===== src/sv/assert_macros.svh =====
// assertion macros used by the top-level rtl file
// no dependencies; define ASSERT_OFF to drop every check
`ifndef ASSERT_MACROS_SVH
`define ASSERT_MACROS_SVH

`ifndef ASSERT_OFF

// condition must hold in the same cycle as the trigger
`define ASSERT_IMPLIES(label, clk, rst, ante, cons) \
   label: assert property (@(posedge clk) disable iff (rst) (ante) |-> (cons)) \
      else $error("assertion failed");

// condition must hold in the cycle after the trigger
`define ASSERT_NEXT(label, clk, rst, ante, cons) \
   label: assert property (@(posedge clk) disable iff (rst) (ante) |=> (cons)) \
      else $error("assertion failed");

// condition must never hold
`define ASSERT_NEVER(label, clk, rst, cond) \
   label: assert property (@(posedge clk) disable iff (rst) !(cond)) \
      else $error("assertion failed");

`else

`define ASSERT_IMPLIES(label, clk, rst, ante, cons)
`define ASSERT_NEXT(label, clk, rst, ante, cons)
`define ASSERT_NEVER(label, clk, rst, cond)

`endif

`endif


===== src/sv/cvmm_pkg.sv =====
// types, constants and helpers of the cv modulation matrix
// no dependencies
`default_nettype none

package cvmm_pkg;

   localparam int MAX_JACKS   = 16;
   localparam int MAX_PAGES   = 8;
   localparam int MAX_POTS    = 16;
   localparam int CELLS       = MAX_PAGES * MAX_POTS;
   localparam int JACK_W      = (MAX_JACKS > 1) ? $clog2(MAX_JACKS) : 1;
   localparam int CELL_W      = (CELLS > 1) ? $clog2(CELLS) : 1;
   localparam int QUEUE_DEPTH = 2;
   localparam int QPTR_W      = (QUEUE_DEPTH > 1) ? $clog2(QUEUE_DEPTH) : 1;
   localparam int QCNT_W      = $clog2(QUEUE_DEPTH + 1);

   localparam logic [4:0] ACTIVE_JACKS_RESET = 5'd16;

   typedef enum logic [1:0] {
      OP_ROUTE  = 2'd0,
      OP_SAMPLE = 2'd1,
      OP_QUERY  = 2'd2
   } opcode_type;

   typedef enum logic {
      BK_IDLE,
      BK_EXEC
   } back_state_type;

   // stored routing of one jack (the on/off flag is kept apart)
   typedef struct packed {
      logic [7:0]         page;
      logic [7:0]         pot;
      logic signed [15:0] gain;
      logic               bipolar;
   } route_type;

   // work handed from front to back
   typedef struct packed {
      logic               clear;
      logic               accum;
      logic               query;
      logic               hit;
      logic [CELL_W-1:0]  cell_idx;
      logic [15:0]        cv;
      logic signed [15:0] gain;
      logic               bipolar;
   } cmd_type;

   typedef struct packed {
      logic full;
      logic empty;
   } q_status_type;

   typedef struct packed {
      logic pop;
      logic query_done;
   } bk_status_type;

   function automatic logic [CELL_W-1:0] cell_of(input logic [7:0] page,
                                                 input logic [7:0] pot);
      return CELL_W'(32'(page) * MAX_POTS + 32'(pot));
   endfunction

   function automatic logic target_ok(input logic [7:0] page, input logic [7:0] pot);
      return (page < 8'(MAX_PAGES)) && (pot < 8'(MAX_POTS));
   endfunction

endpackage

`default_nettype wire


===== src/sv/cvmm_queue.sv =====
// short command queue between front and back
// depends on cvmm_pkg
`default_nettype none

module cvmm_queue (
   input  logic                   clock,
   input  logic                   reset,
   input  logic                   push,
   input  cvmm_pkg::cmd_type      push_cmd,
   input  logic                   pop,
   output cvmm_pkg::cmd_type      head_cmd,
   output cvmm_pkg::q_status_type q_status
);

   cvmm_pkg::cmd_type                entries_ff [cvmm_pkg::QUEUE_DEPTH];
   logic [cvmm_pkg::QPTR_W-1:0]      wr_ptr_ff, wr_ptr_in;
   logic [cvmm_pkg::QPTR_W-1:0]      rd_ptr_ff, rd_ptr_in;
   logic [cvmm_pkg::QCNT_W-1:0]      count_ff, count_in;

   function automatic logic [cvmm_pkg::QPTR_W-1:0] bump(
      input logic [cvmm_pkg::QPTR_W-1:0] p);
      if (p == cvmm_pkg::QPTR_W'(cvmm_pkg::QUEUE_DEPTH - 1)) begin
         return '0;
      end
      return p + 1'b1;
   endfunction

   always_comb begin
      wr_ptr_in = push ? bump(wr_ptr_ff) : wr_ptr_ff;
      rd_ptr_in = pop ? bump(rd_ptr_ff) : rd_ptr_ff;
      count_in  = count_ff;
      if (push && !pop) begin
         count_in = count_ff + 1'b1;
      end else if (pop && !push) begin
         count_in = count_ff - 1'b1;
      end
   end

   always_ff @(posedge clock) begin
      if (reset) begin
         wr_ptr_ff <= '0;
         rd_ptr_ff <= '0;
         count_ff  <= '0;
      end else begin
         wr_ptr_ff <= wr_ptr_in;
         rd_ptr_ff <= rd_ptr_in;
         count_ff  <= count_in;
      end
   end

   always_ff @(posedge clock) begin
      if (push) begin
         entries_ff[wr_ptr_ff] <= push_cmd;
      end
   end

   assign head_cmd       = entries_ff[rd_ptr_ff];
   assign q_status.full  = (count_ff == cvmm_pkg::QCNT_W'(cvmm_pkg::QUEUE_DEPTH));
   assign q_status.empty = (count_ff == '0);

endmodule

`default_nettype wire


===== config.mk =====
export PLATFORM = sky130hd
export DESIGN_NAME = cvmm_queue
export DESIGN_NICKNAME = d
export VERILOG_FILES = /design/src/sv/assert_macros.svh /design/src/sv/cvmm_pkg.sv /design/src/sv/cvmm_queue.sv
export SDC_FILE = /design/constraint.sdc
export NUM_CORES = 1
export LEC_CHECK = 0
export ABC_AREA = 1
export BUFFER_PORTS_ARGS = -buffer_cell sky130_fd_sc_hd__buf_2
export CORE_UTILIZATION = 45
export CTS_BUF_LIST = sky130_fd_sc_hd__clkbuf_4 sky130_fd_sc_hd__clkbuf_8
export CTS_CLUSTER_SIZE = 8
export DETAILED_ROUTE_END_ITERATION = 6
export PLACE_DENSITY = 0.7
export SYNTH_ARGS = -nofsm -noshare
export SYNTH_HDL_FRONTEND = slang
export SYNTH_SLANG_ARGS = --single-unit

===== constraint.sdc =====
create_clock -name clock -period 7.7 [get_ports clock]
set_input_delay 0.77 -clock clock [delete_from_list [all_inputs] [get_ports clock]]
set_output_delay 0.77 -clock clock [all_outputs]
set_load 0.01 [all_outputs]

==> insert_results.sql <==
INSERT INTO impl_metrics (metric_group, metric, value, unit) VALUES
('timing', 'worst_pin_slew', '0.9652', 'ns'),
('die', 'placementRows', '32', ''),
('clock_network', 'cts.root.buffer_cell', 'sky130_fd_sc_hd__clkbuf_8', ''),
('critical_path', 'rr_startpoint', 'wr_ptr_ff', ''),
('grt', 'grt_use_total', '0.1402', ''),
('die', 'dieWidth', '91.52', 'um'),
('grt', 'grt_pass1_wl', '8.535', 'mm'),
('timing', 'layout_min_cycle_time', '2.612', 'ns'),
('yosys', 'post_synth_most_frequent_cells', 'sky130_fd_sc_hd__edfxtp_1, sky130_fd_sc_hd__mux2_4, sky130_fd_sc_hd__inv_1', ''),
('clock_network', 'cts_num_sinks', '93', ''),
('finish', 'layout-drive-gt1-share', '0.5725', ''),
('yosys', 'synth_top_area_frac', '0.7328', ''),
('die', 'floorplan.die.height', '91.52', 'um'),
('finish', 'post-route-util', '0.5633', ''),
('timing', 'timing.fmax', '0.3829', 'GHz'),
('grt', 'grt_antenna_before_repair', '0', ''),
('yosys', 'syn_area_per_cell', '21.21', 'sq um'),
('placement', 'place_congestion', '0.6729', ''),
('hold_path', 'holdPathEnd', 'rd_ptr_ff', ''),
('timing', 'timing.final.setup_violations', '0', ''),
('timing', 'grt_setup_unrepaired', 'no', ''),
('outcome', 'status', 'complete, no violations', ''),
('grt', 'grt_use_met3', '0.03685', ''),
('timing', 'report.final.slew_viol_count', '0', ''),
('critical_path', 'setup.worst_path.end_class', 'primary output', ''),
('drt', 'route.detailed.vias_per_inst', '4.688', ''),
('die', 'die_area', '8375', 'sq um'),
('finish', 'multi_input_area', '745.7', 'sq um'),
('timing', 'timing.final.crit_share', '0.3392', ''),
('yosys', 'postSynthNetCount', '219', ''),
('clock_network', 'count_of_buffers_added_by_post_cts_timing_repair_for_setup', '0', ''),
('yosys', 'synth_most_common_cell', 'sky130_fd_sc_hd__edfxtp_1', ''),
('die', 'num_io_pins', '94', ''),
('grt', 'gr-total-overflow', '0', ''),
('drt', 'route.vias.total', '1772', ''),
('critical_path', 'data_required_time_of_the_critical_path', '6.93', 'ns'),
('grt', 'grt_util_met2', '0.2425', ''),
('clock_network', 'worst_setup_hold_path_clk_slew', '0.08', 'ns'),
('die', 'core_area', '7727', 'sq um'),
('critical_path', 'crit_path_max_fanout', '44', ''),
('hold_path', 'worstHoldPathType', 'flip-flop to flip-flop', ''),
('critical_path', 'r2r_slack', '6.14', 'ns'),
('yosys', 'synth-warning-count', '0', ''),
('drt', 'postRouteAntennaNets', '0', ''),
('critical_path', 'reg2regPathDepth', '2', ''),
('clock_network', 'cts-hold-fix-buffers', '0', ''),
('finish', 'syn2layout_area_growth', '20.71', '%'),
('finish', 'n_fill_cell', '636', ''),
('drt', 'detailedRoute.firstPassIterationCount', '4', ''),
('yosys', 'yosys_register_bits', '93', ''),
('timing', 'final_hold_viol_count', '0', ''),
('finish', 'num-nets-final', '320', ''),
('yosys', 'synth_cell_types', '16', ''),
('critical_path', 'critPathKind', 'flip-flop to primary output', ''),
('power', 'ir_worst_vdd', '0.00009992', 'V'),
('job', 'maxCapViolations', '0', ''),
('clock_network', 'numCtsBuffers', '9', ''),
('critical_path', 'startpoint_type', 'flip-flop', ''),
('placement', 'dpl.hpwl', '3.601', 'mm'),
('grt', 'global_route.usage.met1', '0.1531', ''),
('clock_network', 'tritoncts_clock_tree', 'done', ''),
('timing', 'maximum_clock_skew_at_final_layout', '0.006298', 'ns'),
('finish', 'seqCellArea', '2744', 'sq um'),
('power', 'leakage', '1.752', 'nW'),
('power', 'power_per_cell_area', '245.7', 'nW/um^2'),
('timing', 'slew-limit-headroom', '0.3556', ''),
('clock_network', 'cts.htree.levels', '3', ''),
('yosys', 'ranking_of_synthesized_cells_by_area', 'sky130_fd_sc_hd__edfxtp_1, sky130_fd_sc_hd__mux2_4, sky130_fd_sc_hd__dfxtp_1', ''),
('timing', 'setup-tns-final', '0', 'ns'),
('hold_path', 'worst_hold_path_startpoint', 'rd_ptr_ff', ''),
('drt', 'route.final.wire_length', '5.501', 'mm');
==> flip-flops by register name (all words and copies together) (netlist names), named ones only <==
name,count
entries_ff,88
count_ff,2
rd_ptr_ff,1
wr_ptr_ff,1
==> final cells by class <==
class | count | area share
sequential | 93 | 0.6304
multi-input combinational | 63 | 0.1713
timing repair buffer | 95 | 0.1104
tap | 102 | 0.02932
clock buffer | 9 | 0.02846
clock inverter | 7 | 0.02242
inverter | 9 | 0.007761
==> how the worst max path moves through the flow <==
stage,from,to,slack [ns]
floorplan,push,entries_ff[0][0],4.59
global placement,flip-flop,head_cmd[32],5.45
detailed placement,flip-flop,head_cmd[32],5.44
CTS,flip-flop,head_cmd[32],5.05
global route,flip-flop,head_cmd[33],4.99
finish,flip-flop,head_cmd[32],5.09
==> report_power, final <==
part	total (mW)	switching, mW	internal (mW)
logic	0.130	0.0628	0.0669
clock network	0.349	0.164	0.184
registers	0.591	0.00724	0.584
==> worst max-delay path, stage by stage (launching register included) <==
cell	delay (ns)
sky130_fd_sc_hd__dfxtp_2	0.32
sky130_fd_sc_hd__buf_4	0.62
sky130_fd_sc_hd__mux2_2	0.41
sky130_fd_sc_hd__buf_2	0.14
==> kinds of logic after synthesis <==
family / synth area share
compound gates: 0.002773
mux: 0.1790
simple gates: 0.01700
fa+ha+maj: 0.003469
buf+inv: 0.03470
flops: 0.7606
xor+xnor: 0.002429
==> layout by cell type, fill, tap and decap left out, drive strengths merged <==
cell      Yosys  final
buf           5     95
edfxtp       88     88
mux2         44     44
inv           9     11
clkbuf        0      9
nor2          7      7
nand2         5      5
dfxtp         5      5
bufinv        0      2
clkinvlp      0      2
o21ai         1      1
a21oi         1      1
xnor2         1      1
nor3          1      1
nand3         1      1
nand4         1      1
ha            1      1
clkinv        0      1
==> routing by layer <==
metal,share of wire,up-vias,wire length [um]
li1,-,842,-
met1,0.39,865,2120
met2,0.53,52,2931
met3,0.049,13,272
met4,0.032,0,176
met5,0,-,0
==> through the flow <==
step           hold slack [ns]  instance area, sq um  instances  setup slack (ns)  total power [mW]
2_1_floorplan           0.4799                  3606        170             4.594            0.6931
3_3_place_gp            0.5001                  4131        362             5.448            0.7319
3_5_place_dp            0.5119                  4131        362             5.436            0.7358
4_1_cts                 0.5326                  4353        378             5.053             1.082
5_1_grt                 0.5645                  4353        378             4.992             1.112
6_report                0.5301                  4353        378             5.088             1.069
(Power assumes the default switching activity.)
