`config.mk`:
```
export PLATFORM = sky130hd
export DESIGN_NAME = cvmm_back
export DESIGN_NICKNAME = d
export VERILOG_FILES = /design/src/sv/assert_macros.svh /design/src/sv/cvmm_pkg.sv /design/src/sv/cvmm_back.sv
export SDC_FILE = /design/constraint.sdc
export NUM_CORES = 2
export LEC_CHECK = 0
export BUFFER_PORTS_ARGS = -buffer_cell sky130_fd_sc_hd__clkbuf_2
export CAP_MARGIN = 20
export CORE_ASPECT_RATIO = 0.6
export CORE_MARGIN = 5
export CORE_UTILIZATION = 55
export DETAILED_ROUTE_END_ITERATION = 16
export PLACE_DENSITY_LB_ADDON = 0.12
export SYNTH_ARGS = -nofsm -noshare
export SYNTH_HDL_FRONTEND = slang
export SYNTH_SLANG_ARGS = --single-unit
```
`constraint.sdc`:
```
create_clock -name clock -period 13.6 [get_ports clock]
set_input_delay 2.72 -clock clock [delete_from_list [all_inputs] [get_ports clock]]
set_output_delay 2.72 -clock clock [all_outputs]
set_load 0.01 [all_outputs]
```
`src/sv/assert_macros.svh`:
```
// assertion macros used by the top-level rtl file
// no dependencies; define ASSERT_OFF to drop every check
`ifndef ASSERT_MACROS_SVH
`define ASSERT_MACROS_SVH

`ifndef ASSERT_OFF

// condition must hold in the same cycle as the trigger
`define ASSERT_IMPLIES(label, clk, rst, ante, cons) \
   label: assert property (@(posedge clk) disable iff (rst) (ante) |-> (cons)) \
      else $error("assertion failed");

// condition must hold in the cycle after the trigger
`define ASSERT_NEXT(label, clk, rst, ante, cons) \
   label: assert property (@(posedge clk) disable iff (rst) (ante) |=> (cons)) \
      else $error("assertion failed");

// condition must never hold
`define ASSERT_NEVER(label, clk, rst, cond) \
   label: assert property (@(posedge clk) disable iff (rst) !(cond)) \
      else $error("assertion failed");

`else

`define ASSERT_IMPLIES(label, clk, rst, ante, cons)
`define ASSERT_NEXT(label, clk, rst, ante, cons)
`define ASSERT_NEVER(label, clk, rst, cond)

`endif

`endif

```
`src/sv/cvmm_pkg.sv`:
```
// types, constants and helpers of the cv modulation matrix
// no dependencies
`default_nettype none

package cvmm_pkg;

   localparam int MAX_JACKS   = 16;
   localparam int MAX_PAGES   = 8;
   localparam int MAX_POTS    = 16;
   localparam int CELLS       = MAX_PAGES * MAX_POTS;
   localparam int JACK_W      = (MAX_JACKS > 1) ? $clog2(MAX_JACKS) : 1;
   localparam int CELL_W      = (CELLS > 1) ? $clog2(CELLS) : 1;
   localparam int QUEUE_DEPTH = 2;
   localparam int QPTR_W      = (QUEUE_DEPTH > 1) ? $clog2(QUEUE_DEPTH) : 1;
   localparam int QCNT_W      = $clog2(QUEUE_DEPTH + 1);

   localparam logic [4:0] ACTIVE_JACKS_RESET = 5'd16;

   typedef enum logic [1:0] {
      OP_ROUTE  = 2'd0,
      OP_SAMPLE = 2'd1,
      OP_QUERY  = 2'd2
   } opcode_type;

   typedef enum logic {
      BK_IDLE,
      BK_EXEC
   } back_state_type;

   // stored routing of one jack (the on/off flag is kept apart)
   typedef struct packed {
      logic [7:0]         page;
      logic [7:0]         pot;
      logic signed [15:0] gain;
      logic               bipolar;
   } route_type;

   // work handed from front to back
   typedef struct packed {
      logic               clear;
      logic               accum;
      logic               query;
      logic               hit;
      logic [CELL_W-1:0]  cell_idx;
      logic [15:0]        cv;
      logic signed [15:0] gain;
      logic               bipolar;
   } cmd_type;

   typedef struct packed {
      logic full;
      logic empty;
   } q_status_type;

   typedef struct packed {
      logic pop;
      logic query_done;
   } bk_status_type;

   function automatic logic [CELL_W-1:0] cell_of(input logic [7:0] page,
                                                 input logic [7:0] pot);
      return CELL_W'(32'(page) * MAX_POTS + 32'(pot));
   endfunction

   function automatic logic target_ok(input logic [7:0] page, input logic [7:0] pot);
      return (page < 8'(MAX_PAGES)) && (pot < 8'(MAX_POTS));
   endfunction

endpackage

`default_nettype wire

```
`src/sv/cvmm_back.sv`:
```
// back end: cell memory, scale and saturating accumulate, result register
// depends on cvmm_pkg
`default_nettype none

module cvmm_back (
   input  logic                    clock,
   input  logic                    reset,
   input  cvmm_pkg::cmd_type       head_cmd,
   input  cvmm_pkg::q_status_type  q_status,
   output cvmm_pkg::bk_status_type bk_status,
   output logic                    rsp_valid,
   input  logic                    rsp_stall,
   output logic signed [31:0]      rsp_delta_value
);

   cvmm_pkg::back_state_type       state_ff, state_in;
   cvmm_pkg::cmd_type              cmd_ff;
   logic signed [32:0]             prod_ff, prod_in;
   logic [31:0]                    rd_ff;
   logic [31:0]                    delta_mem_ff [cvmm_pkg::CELLS];
   logic [cvmm_pkg::CELLS-1:0]     cell_valid_ff, cell_valid_in;
   logic                           rsp_valid_ff, rsp_valid_in;
   logic signed [31:0]             rsp_data_ff;
   logic                           pop;
   logic                           finish;
   logic                           out_free;
   logic signed [16:0]             v;
   logic signed [32:0]             rounded;
   logic signed [20:0]             term;
   logic signed [31:0]             old_val;
   logic signed [32:0]             sum;
   logic signed [31:0]             sat_val;
   logic signed [31:0]             query_val;
   logic                           mem_we;

   assign out_free = !rsp_valid_ff || !rsp_stall;

   // next state
   always_comb begin
      state_in = state_ff;
      case (state_ff)
         cvmm_pkg::BK_IDLE: begin
            if (!q_status.empty) begin
               state_in = cvmm_pkg::BK_EXEC;
            end
         end
         cvmm_pkg::BK_EXEC: begin
            if (!cmd_ff.query || out_free) begin
               state_in = cvmm_pkg::BK_IDLE;
            end
         end
         default: begin
            state_in = cvmm_pkg::BK_IDLE;
         end
      endcase
   end

   // state outputs
   always_comb begin
      pop    = 1'b0;
      finish = 1'b0;
      case (state_ff)
         cvmm_pkg::BK_IDLE: begin
            pop = !q_status.empty;
         end
         cvmm_pkg::BK_EXEC: begin
            finish = !cmd_ff.query || out_free;
         end
         default: begin
            pop    = 1'b0;
            finish = 1'b0;
         end
      endcase
   end

   // offset and scale on pop
   always_comb begin
      if (head_cmd.bipolar) begin
         v = $signed({1'b0, head_cmd.cv}) - 17'sd32768;
      end else begin
         v = $signed({1'b0, head_cmd.cv});
      end
      prod_in = 33'(v) * 33'(head_cmd.gain);
   end

   // round off the low 12 bits, add, saturate
   always_comb begin
      rounded = prod_ff + 33'sd2048;
      term    = rounded[32:12];
      if (cmd_ff.clear || !cell_valid_ff[cmd_ff.cell_idx]) begin
         old_val = '0;
      end else begin
         old_val = rd_ff;
      end
      sum = 33'(old_val) + 33'(term);
      if (sum > 33'sd2147483647) begin
         sat_val = 32'sh7fffffff;
      end else if (sum < -33'sd2147483648) begin
         sat_val = 32'sh80000000;
      end else begin
         sat_val = sum[31:0];
      end
      query_val = (cmd_ff.hit && cell_valid_ff[cmd_ff.cell_idx]) ? rd_ff : '0;
   end

   assign mem_we = finish && cmd_ff.accum;

   always_comb begin
      cell_valid_in = cell_valid_ff;
      if (finish && cmd_ff.clear) begin
         cell_valid_in = '0;
      end
      if (mem_we) begin
         cell_valid_in[cmd_ff.cell_idx] = 1'b1;
      end
   end

   assign rsp_valid_in = (rsp_valid_ff && rsp_stall) || (finish && cmd_ff.query);

   always_ff @(posedge clock) begin
      if (reset) begin
         state_ff      <= cvmm_pkg::BK_IDLE;
         cell_valid_ff <= '0;
         rsp_valid_ff  <= 1'b0;
      end else begin
         state_ff      <= state_in;
         cell_valid_ff <= cell_valid_in;
         rsp_valid_ff  <= rsp_valid_in;
      end
   end

   always_ff @(posedge clock) begin
      if (pop) begin
         cmd_ff  <= head_cmd;
         prod_ff <= prod_in;
         rd_ff   <= delta_mem_ff[head_cmd.cell_idx];
      end
      if (mem_we) begin
         delta_mem_ff[cmd_ff.cell_idx] <= sat_val;
      end
      if (finish && cmd_ff.query) begin
         rsp_data_ff <= query_val;
      end
   end

   assign bk_status.pop        = pop;
   assign bk_status.query_done = finish && cmd_ff.query;
   assign rsp_valid            = rsp_valid_ff;
   assign rsp_delta_value      = rsp_data_ff;

endmodule

`default_nettype wire
```
==> results.yml <==
power:
  powerDensity_mw_per_mm2: 208
  p_leak_nw: 62.4
  vdd_drop_max_uv: 346
  p_total_mw: 40.7
job:
  drv_cap: 0
detailed_routing:
  num_vias: 86700
  highest_layer: "met5"
  viasPerCell: 6.70
  drt-total-wl_mm: 467
  drc_errors: 0
  first_pass_iters: 6
  wl_met1_mm: 193
  postRouteAntennaNets: 0
  drt_iter0_markers: 13100
  wl_met2_mm: 200
  routed-wl-met3_mm: 60.3
  wl_per_cell_microns: 36.1
cts:
  cts_setup_buffers: 0
  ctsLongestPathBuffers: 4
  clk_pin_slew_ps: 70
  htreeDepth: 5
  cts_resized: 0
  cts_tree: "yes"
  cts_sinks: 4323
  hold_buffers: 0
  numCtsBuffers: 386
  clockRootBuffer: "clkbuf_16"
  clk_latency_ps: 940
final_layout:
  area_growth_pct: 11.2
  instances_no_fill: 12900
  fill_cells: 21600
  drive_gt1_share_pct: 27.9
  nNetsFinal: 8835
placed_design:
  placed_cells: 12200
  port-buffer-count: 82
  hpwl_mm: 262
  finalWeightedCongestion: 0.934
worst_setup_path:
  cp-end-kind: "register"
  cp_num_buf_inv: 4
  path_delay_family: "compound AO/OA/AOI/OAI gates"
  worstPathRequired_ps: 14190
  slowest_delay_ps: 820
  critPathLaunchType: "register"
  critPathKind: "reg2reg"
  slowest_stage: "o211a_1"
  cp_cell_sequence: "buf_4 -> nor2b_1 -> a221oi_1 -> o22a_1 -> mux4_2 -> nand2b_1 -> o211ai_1 -> o211a_1 -> and2_1 -> ha_1 -> fa_1 -> a211oi_1 -> nor3_1 -> o2111ai_1 -> a21boi_1 -> a21oi_1 -> nand2b_1 -> a21oi_1 -> nand3_2 -> buf_4 -> o21ai_4 -> buf_4 -> buf_4"
  cp_max_fo: 65
  worst-endpoint-arrival_ps: 10640
  cpMostUsedCell: "buf_4"
yosys:
  synth_area_leaders: "edfxtp_1, mux4_2, fa_1"
  post-synth-top-count-cell: "edfxtp_1"
  syn_area_sq_mm: 0.176
  synth.net_count: 8532
  seq_area_frac_synth_pct: 73.0
  ys.flop_type: "edfxtp_1"
  synth_cells: 8092
  yosys.area.top_type_share_pct: 71.5
  ys_ff_latch: 4323
  synth_edf_count: 4193
  synth_cell_types: 68
  ys_async_sr_fraction_pct: 0
  post_synth.cell_area_avg_sq_um: 21.8
  synth.cells.most_frequent: "edfxtp_1, mux4_2, inv_1"
  synth_top_area_cell: "edfxtp_1"
  yosysWarnings: 0
sta:
  finalSetupViolCount: 0
  worst_hold_slack_ps: 491
  period_minus_slack_ps: 10050
  drv_slew: 0
  fin_skew_ps: 50.7
  hold_violations: 0
  fmax_mhz: 99.5
  worst_slew_pin_slew_ps: 1180
  rsz0062_at_grt: "false"
  period_share_pct: 73.9
  relSlewSlack_pct: 21.5
  fin_setup_tns_ps: 0
floorplanning:
  initial_utilization_pct: 55.4
  ios: 84
  num_rows: 160
  dieWidth_microns: 740
  dieArea_sq_mm: 0.332
  fp.dieH_microns: 448
  core_area_sq_mm: 0.318
hold_path:
  hp-class: "reg2reg"
global_routing:
  grt_pass1_wl_mm: 658
  grt-ovfl-total: 0
  track_usage_pct: 28.4
  grt_pass1_vias: 85200
  grt_max_degree: 130
  antenna_found_initial: 53
outcome:
  status: "finished clean"
## layout make-up
cell class / count / area [sq um] / share of cell area [%]
Sequential cell: 4323 / 129000 / 65.7
Tap cell: 4212 / 5270 / 2.69
Multi-Input combinational cell: 3021 / 45900 / 23.5
Antenna cell: 26 / 65.1 / 0.0332
Clock buffer: 488 / 10300 / 5.27
Inverter: 334 / 1260 / 0.642
Clock inverter: 214 / 1770 / 0.907
Timing Repair Buffer: 329 / 2600 / 1.33
## per-stage QoR
stage	area (sq um)	worst slack, ps	util (%)
floorplan	176000	2530	-
global placement	183000	3890	57.7
detailed placement	183000	3770	57.7
CTS	196000	3740	61.5
global route	196000	3130	61.6
finish	196000	3550	61.6
## power by group
| group | switching, mW | internal (mW) |
|---|---|---|
| combinational | 8.00 | 2.39 |
| sequential | 0.0644 | 19.6 |
| clock | 4.79 | 5.87 |
## flip-flops by register name, summed over array words and instances (netlist names)
register / count
prod_ff: 22
delta_mem_ff: 4096
rsp_valid: 1
rsp_delta_value: 32
cell_valid_ff: 128
cmd_ff: 11
rd_ff: 32
state_ff: 1
## routing by layer
layer | GRT usage, % | vias to the layer above
met3 | 7.56 | 693
met5 | 0 | -
met2 | 39.7 | 5212
met4 | 6.84 | 22
met1 | 45.1 | 47000
li1 | - | 33800
## worst reg2reg max path, stage by stage, from the launching register on
cell and delay [ps]:
edfxtp_1 350, buf_4 490, nor2b_1 810, a221oi_1 230, o22a_1 250, mux4_2 460, nand2b_1 160, o211ai_1 280
o211a_1 820, and2_1 260, ha_1 230, fa_1 270, a211oi_1 130, nor3_1 400, o2111ai_1 250, a21boi_1 390
a21oi_1 210, nand2b_1 190, a21oi_1 680, nand3_2 690, buf_4 530, o21ai_4 140, buf_4 670, buf_4 690
## logic make-up (layout without fill, tap and decap cells)
kind of cell | after synthesis | after routing | share of synthesized area (%)
other | 0 | 26 | 0
adder cells (fa/ha/maj) | 393 | 393 | 3.97
XOR/XNOR | 78 | 78 | 0.388
flip-flops | 4323 | 4323 | 73.0
buffers and inverters | 748 | 1365 | 1.68
multiplexers | 1408 | 1408 | 17.7
AO/OA/AOI/OAI | 351 | 351 | 1.20
AND/OR/NAND/NOR | 791 | 791 | 2.06
## path summary, 6_finish.rpt
path	cells after the start	endpoint	start	slack, ps
min	2	cell_valid_ff[59]	cell_valid_ff[59]	490
max reg2reg	23	delta_mem_ff[121][1]	cmd_ff[35]	3550
max	23	delta_mem_ff[121][1]	cmd_ff[35]	3550
min reg2reg	2	cell_valid_ff[59]	cell_valid_ff[59]	490
## layout by cell type (no fill, tap or decap), types with 14 or more instances in the layout
master	count
nand4_1	14
buf_12	22
bufinv_16	26
inv_1	332
and2_1	156
a21oi_4	17
diode_2	26
a21o_1	24
clkinv_1	79
ha_1	115
nand3_1	37
clkbuf_1	85
clkbuf_16	395
o21ai_0	28
nor2_4	130
mux4_2	1359
xnor2_1	54
nand2b_1	22
buf_4	228
clkinv_2	77
a21oi_1	172
xor2_1	24
edfxtp_1	4193
dfxtp_1	130
mux2_2	38
nor2b_1	18
clkbuf_2	75
inv_6	14
fa_1	276
nor2_1	176
nand2_1	206
(Power assumes the default switching activity.)
