==> src/sv/assert_macros.svh <==
// assertion macros used by the top-level rtl file
// no dependencies; define ASSERT_OFF to drop every check
`ifndef ASSERT_MACROS_SVH
`define ASSERT_MACROS_SVH

`ifndef ASSERT_OFF

// condition must hold in the same cycle as the trigger
`define ASSERT_IMPLIES(label, clk, rst, ante, cons) \
   label: assert property (@(posedge clk) disable iff (rst) (ante) |-> (cons)) \
      else $error("assertion failed");

// condition must hold in the cycle after the trigger
`define ASSERT_NEXT(label, clk, rst, ante, cons) \
   label: assert property (@(posedge clk) disable iff (rst) (ante) |=> (cons)) \
      else $error("assertion failed");

// condition must never hold
`define ASSERT_NEVER(label, clk, rst, cond) \
   label: assert property (@(posedge clk) disable iff (rst) !(cond)) \
      else $error("assertion failed");

`else

`define ASSERT_IMPLIES(label, clk, rst, ante, cons)
`define ASSERT_NEXT(label, clk, rst, ante, cons)
`define ASSERT_NEVER(label, clk, rst, cond)

`endif

`endif

==> src/sv/cvmm_pkg.sv <==
// types, constants and helpers of the cv modulation matrix
// no dependencies
`default_nettype none

package cvmm_pkg;

   localparam int MAX_JACKS   = 16;
   localparam int MAX_PAGES   = 8;
   localparam int MAX_POTS    = 16;
   localparam int CELLS       = MAX_PAGES * MAX_POTS;
   localparam int JACK_W      = (MAX_JACKS > 1) ? $clog2(MAX_JACKS) : 1;
   localparam int CELL_W      = (CELLS > 1) ? $clog2(CELLS) : 1;
   localparam int QUEUE_DEPTH = 2;
   localparam int QPTR_W      = (QUEUE_DEPTH > 1) ? $clog2(QUEUE_DEPTH) : 1;
   localparam int QCNT_W      = $clog2(QUEUE_DEPTH + 1);

   localparam logic [4:0] ACTIVE_JACKS_RESET = 5'd16;

   typedef enum logic [1:0] {
      OP_ROUTE  = 2'd0,
      OP_SAMPLE = 2'd1,
      OP_QUERY  = 2'd2
   } opcode_type;

   typedef enum logic {
      BK_IDLE,
      BK_EXEC
   } back_state_type;

   // stored routing of one jack (the on/off flag is kept apart)
   typedef struct packed {
      logic [7:0]         page;
      logic [7:0]         pot;
      logic signed [15:0] gain;
      logic               bipolar;
   } route_type;

   // work handed from front to back
   typedef struct packed {
      logic               clear;
      logic               accum;
      logic               query;
      logic               hit;
      logic [CELL_W-1:0]  cell_idx;
      logic [15:0]        cv;
      logic signed [15:0] gain;
      logic               bipolar;
   } cmd_type;

   typedef struct packed {
      logic full;
      logic empty;
   } q_status_type;

   typedef struct packed {
      logic pop;
      logic query_done;
   } bk_status_type;

   function automatic logic [CELL_W-1:0] cell_of(input logic [7:0] page,
                                                 input logic [7:0] pot);
      return CELL_W'(32'(page) * MAX_POTS + 32'(pot));
   endfunction

   function automatic logic target_ok(input logic [7:0] page, input logic [7:0] pot);
      return (page < 8'(MAX_PAGES)) && (pot < 8'(MAX_POTS));
   endfunction

endpackage

`default_nettype wire

==> src/sv/cvmm_front.sv <==
// front end: accepts words, keeps the route table and jack count,
// turns samples and queries into commands; depends on cvmm_pkg
`default_nettype none

module cvmm_front (
   input  logic                   clock,
   input  logic                   reset,
   input  logic                   csr_valid,
   output logic                   csr_ready,
   input  logic [4:0]             csr_active_jacks,
   input  logic                   req_valid,
   output logic                   req_stall,
   input  logic [1:0]             req_opcode,
   input  logic [7:0]             req_jack_index,
   input  logic [15:0]            req_cv_sample,
   input  logic                   req_frame_start,
   input  logic                   req_route_to_knob,
   input  logic [7:0]             req_target_page,
   input  logic [7:0]             req_target_pot,
   input  logic signed [15:0]     req_attenuation,
   input  logic                   req_bipolar_mode,
   input  cvmm_pkg::q_status_type q_status,
   output logic                   push,
   output cvmm_pkg::cmd_type      push_cmd
);

   logic [4:0]                        active_ff, active_in;
   logic [cvmm_pkg::MAX_JACKS-1:0]    knob_ff, knob_in;
   cvmm_pkg::route_type               route_ff [cvmm_pkg::MAX_JACKS];
   cvmm_pkg::route_type               route_in;
   logic                              route_we;
   logic                              accept;
   logic                              jack_ok;
   logic [cvmm_pkg::JACK_W-1:0]       jack_sel;
   cvmm_pkg::route_type               rd_route;
   logic                              rd_knob;

   assign csr_ready = 1'b1;
   assign req_stall = q_status.full;
   assign accept    = req_valid && !q_status.full;

   assign active_in = (csr_valid && csr_ready) ? csr_active_jacks : active_ff;

   assign jack_ok  = (req_jack_index < 8'(active_ff)) &&
                     (req_jack_index < 8'(cvmm_pkg::MAX_JACKS));
   assign jack_sel = req_jack_index[cvmm_pkg::JACK_W-1:0];
   assign rd_route = route_ff[jack_sel];
   assign rd_knob  = knob_ff[jack_sel];

   assign route_in.page    = req_target_page;
   assign route_in.pot     = req_target_pot;
   assign route_in.gain    = req_attenuation;
   assign route_in.bipolar = req_bipolar_mode;

   always_comb begin
      route_we = 1'b0;
      push     = 1'b0;
      push_cmd = '0;
      case (cvmm_pkg::opcode_type'(req_opcode))
         cvmm_pkg::OP_ROUTE: begin
            route_we = accept && jack_ok;
         end
         cvmm_pkg::OP_SAMPLE: begin
            push_cmd.clear    = req_frame_start;
            push_cmd.accum    = jack_ok && rd_knob &&
                                cvmm_pkg::target_ok(rd_route.page, rd_route.pot);
            push_cmd.cell_idx = cvmm_pkg::cell_of(rd_route.page, rd_route.pot);
            push_cmd.cv       = req_cv_sample;
            push_cmd.gain     = rd_route.gain;
            push_cmd.bipolar  = rd_route.bipolar;
            push              = accept && (push_cmd.clear || push_cmd.accum);
         end
         cvmm_pkg::OP_QUERY: begin
            push_cmd.query    = 1'b1;
            push_cmd.hit      = cvmm_pkg::target_ok(req_target_page, req_target_pot);
            push_cmd.cell_idx = cvmm_pkg::cell_of(req_target_page, req_target_pot);
            push              = accept;
         end
         default: begin
            push = 1'b0;
         end
      endcase
   end

   always_comb begin
      knob_in = knob_ff;
      if (route_we) begin
         knob_in[jack_sel] = req_route_to_knob;
      end
   end

   always_ff @(posedge clock) begin
      if (reset) begin
         active_ff <= cvmm_pkg::ACTIVE_JACKS_RESET;
         knob_ff   <= '0;
      end else begin
         active_ff <= active_in;
         knob_ff   <= knob_in;
      end
   end

   always_ff @(posedge clock) begin
      if (route_we) begin
         route_ff[jack_sel] <= route_in;
      end
   end

endmodule

`default_nettype wire

==> config.mk <==
export PLATFORM = sky130hd
export DESIGN_NAME = cvmm_front
export DESIGN_NICKNAME = d
export VERILOG_FILES = /design/src/sv/assert_macros.svh /design/src/sv/cvmm_pkg.sv /design/src/sv/cvmm_front.sv
export SDC_FILE = /design/constraint.sdc
export NUM_CORES = 1
export LEC_CHECK = 0
export BUFFER_PORTS_ARGS = -buffer_cell sky130_fd_sc_hd__buf_2
export CAP_MARGIN = 20
export CORE_UTILIZATION = 45
export CTS_CLUSTER_SIZE = 14
export DETAILED_ROUTE_END_ITERATION = 8
export PLACE_DENSITY = 0.73
export REMOVE_ABC_BUFFERS = 1
export SYNTH_ARGS = -nofsm -noshare
export SYNTH_HDL_FRONTEND = slang
export SYNTH_SLANG_ARGS = --single-unit
==> constraint.sdc <==
create_clock -name clock -period 8.4 [get_ports clock]
set_input_delay 0.84 -clock clock [delete_from_list [all_inputs] [get_ports clock]]
set_output_delay 0.84 -clock clock [all_outputs]
set_load 0.01 [all_outputs]
==> out/qor.yml, run 1 <==
run_status: "completed"
slew_headroom: 0.292
async_reset_ff_frac: 0
h-tree-depth: 2
drt_iter0_markers: 1098
power.density_mw_per_mm2: 224
final_common_cell: "edfxtp_1"
post_cts_buffers: 0
peakVddDrop_v: 0.000151
wl_per_cell_um: 26.0
cp_num_cells: 9
die_y_um: 222
reg2reg_depth: 8
power_mw: 5.52
timing_hold_violations_final: 0
cts_sinks: 549
grt_setup_unrepaired: "no"
die_x_um: 222
fillCellCount: 3618
die_area_mm2: 0.0491
clk_pin_slew_worst_paths_ps: 60
post_cts_resized: 0
stdcell_count: 1785
fin_tns_setup_ps: 0
skew_ps: 19.5
cts_tree: "done"
antenna_found_initial: 0
hold_path.class: "in2reg"
dp_hpwl_mm: 25.0
fin_ws_ps: 3490
std_cell_rows: 80
final_area_mm2: 0.0246
clockRootBuffer: "clkbuf_16"
yosys.area.top_type: "edfxtp_1"
worstSetupStartpointType: "input port"
coreArea_mm2: 0.0476
crit_required_ps: 7560
grt_pass1_vias: 10574
fin_crit_sh: 0.585
ctsHoldBuffers: 0
synth_cells: 974
dp.cells: 1687
synth-seq-cells: 549
pre_cts_ws_ps: 3400
critPathArrivalTime_ps: 4070
routabilityCongestion: 0.742
firstDrtPassIters: 6
clk_latency_ps: 590
most-common-layout-cells: "edfxtp_1, buf_2, mux4_2"
drtAntennaViolNets: 0
drv_slew: 0
crit_path_end_kind: "primary output"
gr-total-overflow: 0
vias: 10325
netlist-cell-type-count: 57
fin_crit_ps: 4910
critPathKind: "in2out"
io_pins: 119
area_growth_pct: 13.3
yosys-top-cells-area: "edfxtp_1, mux4_1, mux4_2"
critPathMaxStageDelay_ps: 520
final_nets: 1212
grt_max_degree: 97
ys_seq_area_frac: 0.750
ys.flop_type: "edfxtp_1"
synth_top_cell_area_share: 0.730
worst_pin_slew_ps: 1060
vias_per_cell: 5.78
crit_fanout: 96
cp_top_family: "buffers and inverters"
place_area_mm2: 0.0229
cts_made_buffers: 53
routed_wl_mm: 46.4
grt_usage: 0.189
avgSynthCellArea_um2: 22.3
grt_pass1_wl_mm: 67.5
setup_viol: 0
synth_area_mm2: 0.0217
synth_edf_count: 528
fmax_ghz: 0.204
p_leak_nw: 8.16
clock_path_buffers: 3
start_util: 0.456
cp_cell_sequence: "buf_4 > buf_12 > mux4_2 > a22o_1 > a221oi_2 > fa_1 > nand2b_1 > a21boi_0 > buf_2"
numPortBuffers: 116
drc: 0
path_buf_inv: 3
holdPathStages: 3
layout-drive-gt1-share: 0.269
cap_viol_max_count: 0
cp_slowest_cell: "buf_12"
yosysWarnings: 0
-- where the power goes --
part	internal, mW	switching (mW)
logic	0.104	0.145
registers	3.00	0.000768
clock network	1.31	0.959
-- logic make-up after synthesis --
family / Yosys count / share of synthesized area
flops: 549 / 0.750
other cells: 1 / 0.000173
fa+ha+maj: 11 / 0.00703
compound gates: 43 / 0.0151
mux: 158 / 0.161
simple gates: 145 / 0.0393
xor+xnor: 4 / 0.00161
buf+inv: 63 / 0.0260
-- final cells by class --
cell class | instances | area, um^2 | share of cell area
clock buffers | 67 | 1420 | 0.0578
diodes | 1 | 2.50 | 0.000102
well taps | 615 | 769 | 0.0313
flip-flops and latches | 549 | 16300 | 0.662
multi-input cells | 362 | 4960 | 0.202
repair buffers | 151 | 888 | 0.0361
inverters | 12 | 45.0 | 0.00183
clock inverters | 28 | 233 | 0.00946
-- synth_stat cells, drive strengths merged, types with 11 or more instances --
library cell / count
nor4: 18
and2: 35
inv: 12
edfxtp: 528
nand2: 11
clkbuf: 22
nor3: 18
a22oi: 11
nor2: 26
buf: 29
mux4: 133
mux2i: 24
dfxtp: 21
-- per-stage QoR --
step                      hold WS, ps   util
final                             489  0.516
after CTS                         468  0.515
after detailed placement          486  0.481
after floorplan                   452      -
after global placement            466  0.481
after global routing              495  0.516
-- per-layer routing --
layer  GRT usage  wire [um]
met4      0.0654       1200
met3      0.0299       2730
met2       0.313      22800
met1       0.255      19600
met5           0          0
-- tightest hold or removal path, delay by kind of cell --
kind,cells,cell delay [ps]
and+or+nand+nor,1,40
AOI/OAI and AO/OA,1,70
buffers and inverters,1,70
-- state kept, by name, summed over array words and instances, names as in the netlist --
name / cells
active_ff: 5
route_ff: 528
knob_ff: 16
-- final timing paths --
kind                            start         endpoint  slack [ps]
hold reg to reg           knob_ff[14]      knob_ff[14]         500
setup / recovery    req_jack_index[1]     push_cmd[38]        3490
hold / removal    csr_active_jacks[4]     active_ff[4]         490
setup reg to reg         active_ff[4]  route_ff[4][16]        4770
Power figures use the tool's default switching activity.
==> inputs of run 2 (changes only) <==
==> constraint.sdc (replaced) <==
create_clock -name clock -period 5 [get_ports clock]
set_input_delay 0.5 -clock clock [delete_from_list [all_inputs] [get_ports clock]]
set_output_delay 0.5 -clock clock [all_outputs]
set_load 0.01 [all_outputs]
==> run 2 against run 1 <==
Global-route usage shrank 0.23 points. Count of clock-buffer cells in the layout rose by 5. Largest power group unchanged. Critical path depth rose by 3. Power rose by 67%.
==> out/qor.yml, run 2 (synthesis gave the netlist of run 1 again) <==
fin_crit_sh: 0.750
drt_iter0_markers: 1064  # -3.1%
num_antenna_cells: 0  # -1
power_mw: 9.19  # +67%
grt_usage: 0.186  # -0.00231
critPathKind: "in2out"
clock_path_buffers: 3  # unchanged
top_register: "route_ff"
cp_slowest_cell: "nor2b_1"
run_status: "completed"
crit_path_end_kind: "primary output"
antenna_found_initial: 0  # unchanged
start_util: 0.456  # unchanged
largest_reg_flops: 528  # unchanged
worst_pin_slew_ps: 1080  # +23.9 ps
top_regs: "route_ff: 528 flops, knob_ff: 16 flops, active_ff: 5 flops"
io_pins: 119  # unchanged
p_leak_nw: 8.23  # +0.82%
routed_wl_mm: 45.2  # -2.7%
fillCellCount: 3625  # +0.19%
cts_made_buffers: 53  # unchanged
final_nets: 1228  # +1.3%
die_x_um: 222  # unchanged
vias: 10292  # -0.32%
grt_max_degree: 69  # -29%
cap_viol_max_count: 0  # unchanged
grt_pass1_vias: 10495  # -0.75%
holdWs_ps: 125  # -364 ps
numPortBuffers: 116  # unchanged
area_growth_pct: 13.7
fin_crit_ps: 3750
fmax_ghz: 0.267
dp_hpwl_mm: 26.3  # +5.3%
setup_viol: 0  # unchanged
wl_per_cell_um: 25.0  # -3.7%
grt_pass1_wl_mm: 67.3  # -0.21%
h-tree-depth: 2  # unchanged
clk_latency_ps: 590  # about the same
critPathMaxStageDelay_ps: 510  # about the same
post_cts_resized: 0  # unchanged
crit_required_ps: 4500  # -3060 ps
grt_setup_unrepaired: "no"
cts_tree: "done"
cp_top_family: "simple AND/OR/NAND/NOR gates"
timing_hold_violations_final: 0  # unchanged
ctsHoldBuffers: 0  # unchanged
most-common-layout-cells: "edfxtp_1, buf_2, mux4_2"
routabilityCongestion: 0.784  # +5.7%
crit_fanout: 14  # -85%
peakVddDrop_v: 0.000244  # +61%
drc: 0  # unchanged
die_area_mm2: 0.0491  # unchanged
clockRootBuffer: "clkbuf_16"
critPathArrivalTime_ps: 3250  # -820 ps
gr-total-overflow: 0  # unchanged
clk_pin_slew_worst_paths_ps: 60  # about the same
skew_ps: 17.7  # -1.77 ps
cp_cell_sequence: "buf_2 > nor2b_1 > a22oi_1 > nand2_1 > ha_1 > inv_1 > fa_1 > xor2_1 > xnor2_1 > a22oi_1 > nor2b_1 > buf_2"
drv_slew: 0  # unchanged
vias_per_cell: 5.71  # -1.3%
cts_sinks: 549  # unchanged
stdcell_count: 1803  # +1.0%
post_cts_buffers: 0  # unchanged
path_buf_inv: 3  # unchanged
hold_path.class: "in2reg"
power.density_mw_per_mm2: 373  # +66%
coreArea_mm2: 0.0476  # unchanged
die_y_um: 222  # unchanged
worstSetupStartpointType: "input port"
dp.cells: 1705  # +1.1%
drtAntennaViolNets: 0  # unchanged
layout-drive-gt1-share: 0.278  # +0.00917
firstDrtPassIters: 7  # +1
final_common_cell: "edfxtp_1"
std_cell_rows: 80  # unchanged
slew_headroom: 0.274  # -0.0176
[run 2: changes by cell type in the layout (fill, tap and decap cells not counted), sizes merged]
cell | previous run | this run
clkbuf | 67 | 72
inv | 13 | 14
buf | 151 | 167
clkinvlp | 1 | 0
bufinv | 4 | 2
diode | 1 | 0
[run 2: tightest hold or removal path: cells and delay by family]
| family | cells | cell delay [ps] |
|---|---|---|
| AO/OA/AOI/OAI | 1 | 70 |
| AND/OR/NAND/NOR | 1 | 40 |
| buffers and inverters | 1 | 70 |
[run 2: where the power goes]
part / total [mW] / switching, mW / internal [mW]
combinational: 0.426 / 0.247 / 0.180
clock: 3.73 / 1.61 / 2.12
sequential: 5.04 / 0.00129 / 5.04
total: 9.19 / 1.86 / 7.33
[run 2: worst paths after layout]
path / start / end / slack, ps / depth (start not counted)
hold reg to reg: knob_ff[9] / knob_ff[9] / 500 / 2
setup / recovery: req_jack_index[2] / push_cmd[39] / 1250 / 12
setup reg to reg: active_ff[4] / route_ff[11][16] / 1580 / 8
hold / removal: csr_active_jacks[4] / active_ff[4] / 130 / 3
[run 2: layout make-up]
class | count | area (um^2) | area share
well taps | 615 | 769 | 0.0312
inverters | 12 | 45.0 | 0.00183
flip-flops and latches | 549 | 16300 | 0.660
clock inverters | 26 | 173 | 0.00700
multi-input cells | 362 | 4960 | 0.201
repair buffers | 167 | 1010 | 0.0409
clock buffers | 72 | 1440 | 0.0584
[run 2: metrics by stage]
| stage | TNS (ps) | cell area (um^2) | utilization | setup slack (ps) |
|---|---|---|---|---|
| 2_1_floorplan | -102550 | 21200 | - | -793 |
| 3_3_place_gp | 0 | 23100 | 0.484 | 1160 |
| 3_5_place_dp | 0 | 23100 | 0.484 | 1140 |
| 4_1_cts | 0 | 24700 | 0.518 | 1220 |
| 5_1_grt | 0 | 24700 | 0.518 | 1070 |
| 6_report | 0 | 24700 | 0.518 | 1250 |
[run 2: metal layers]
metal	vias up	track usage	routed length, um
met5	-	0	0
met4	0	0.0652	1200
met3	80	0.0294	2670
met2	386	0.308	22200
met1	5369	0.253	19100
li1	4457	-	-
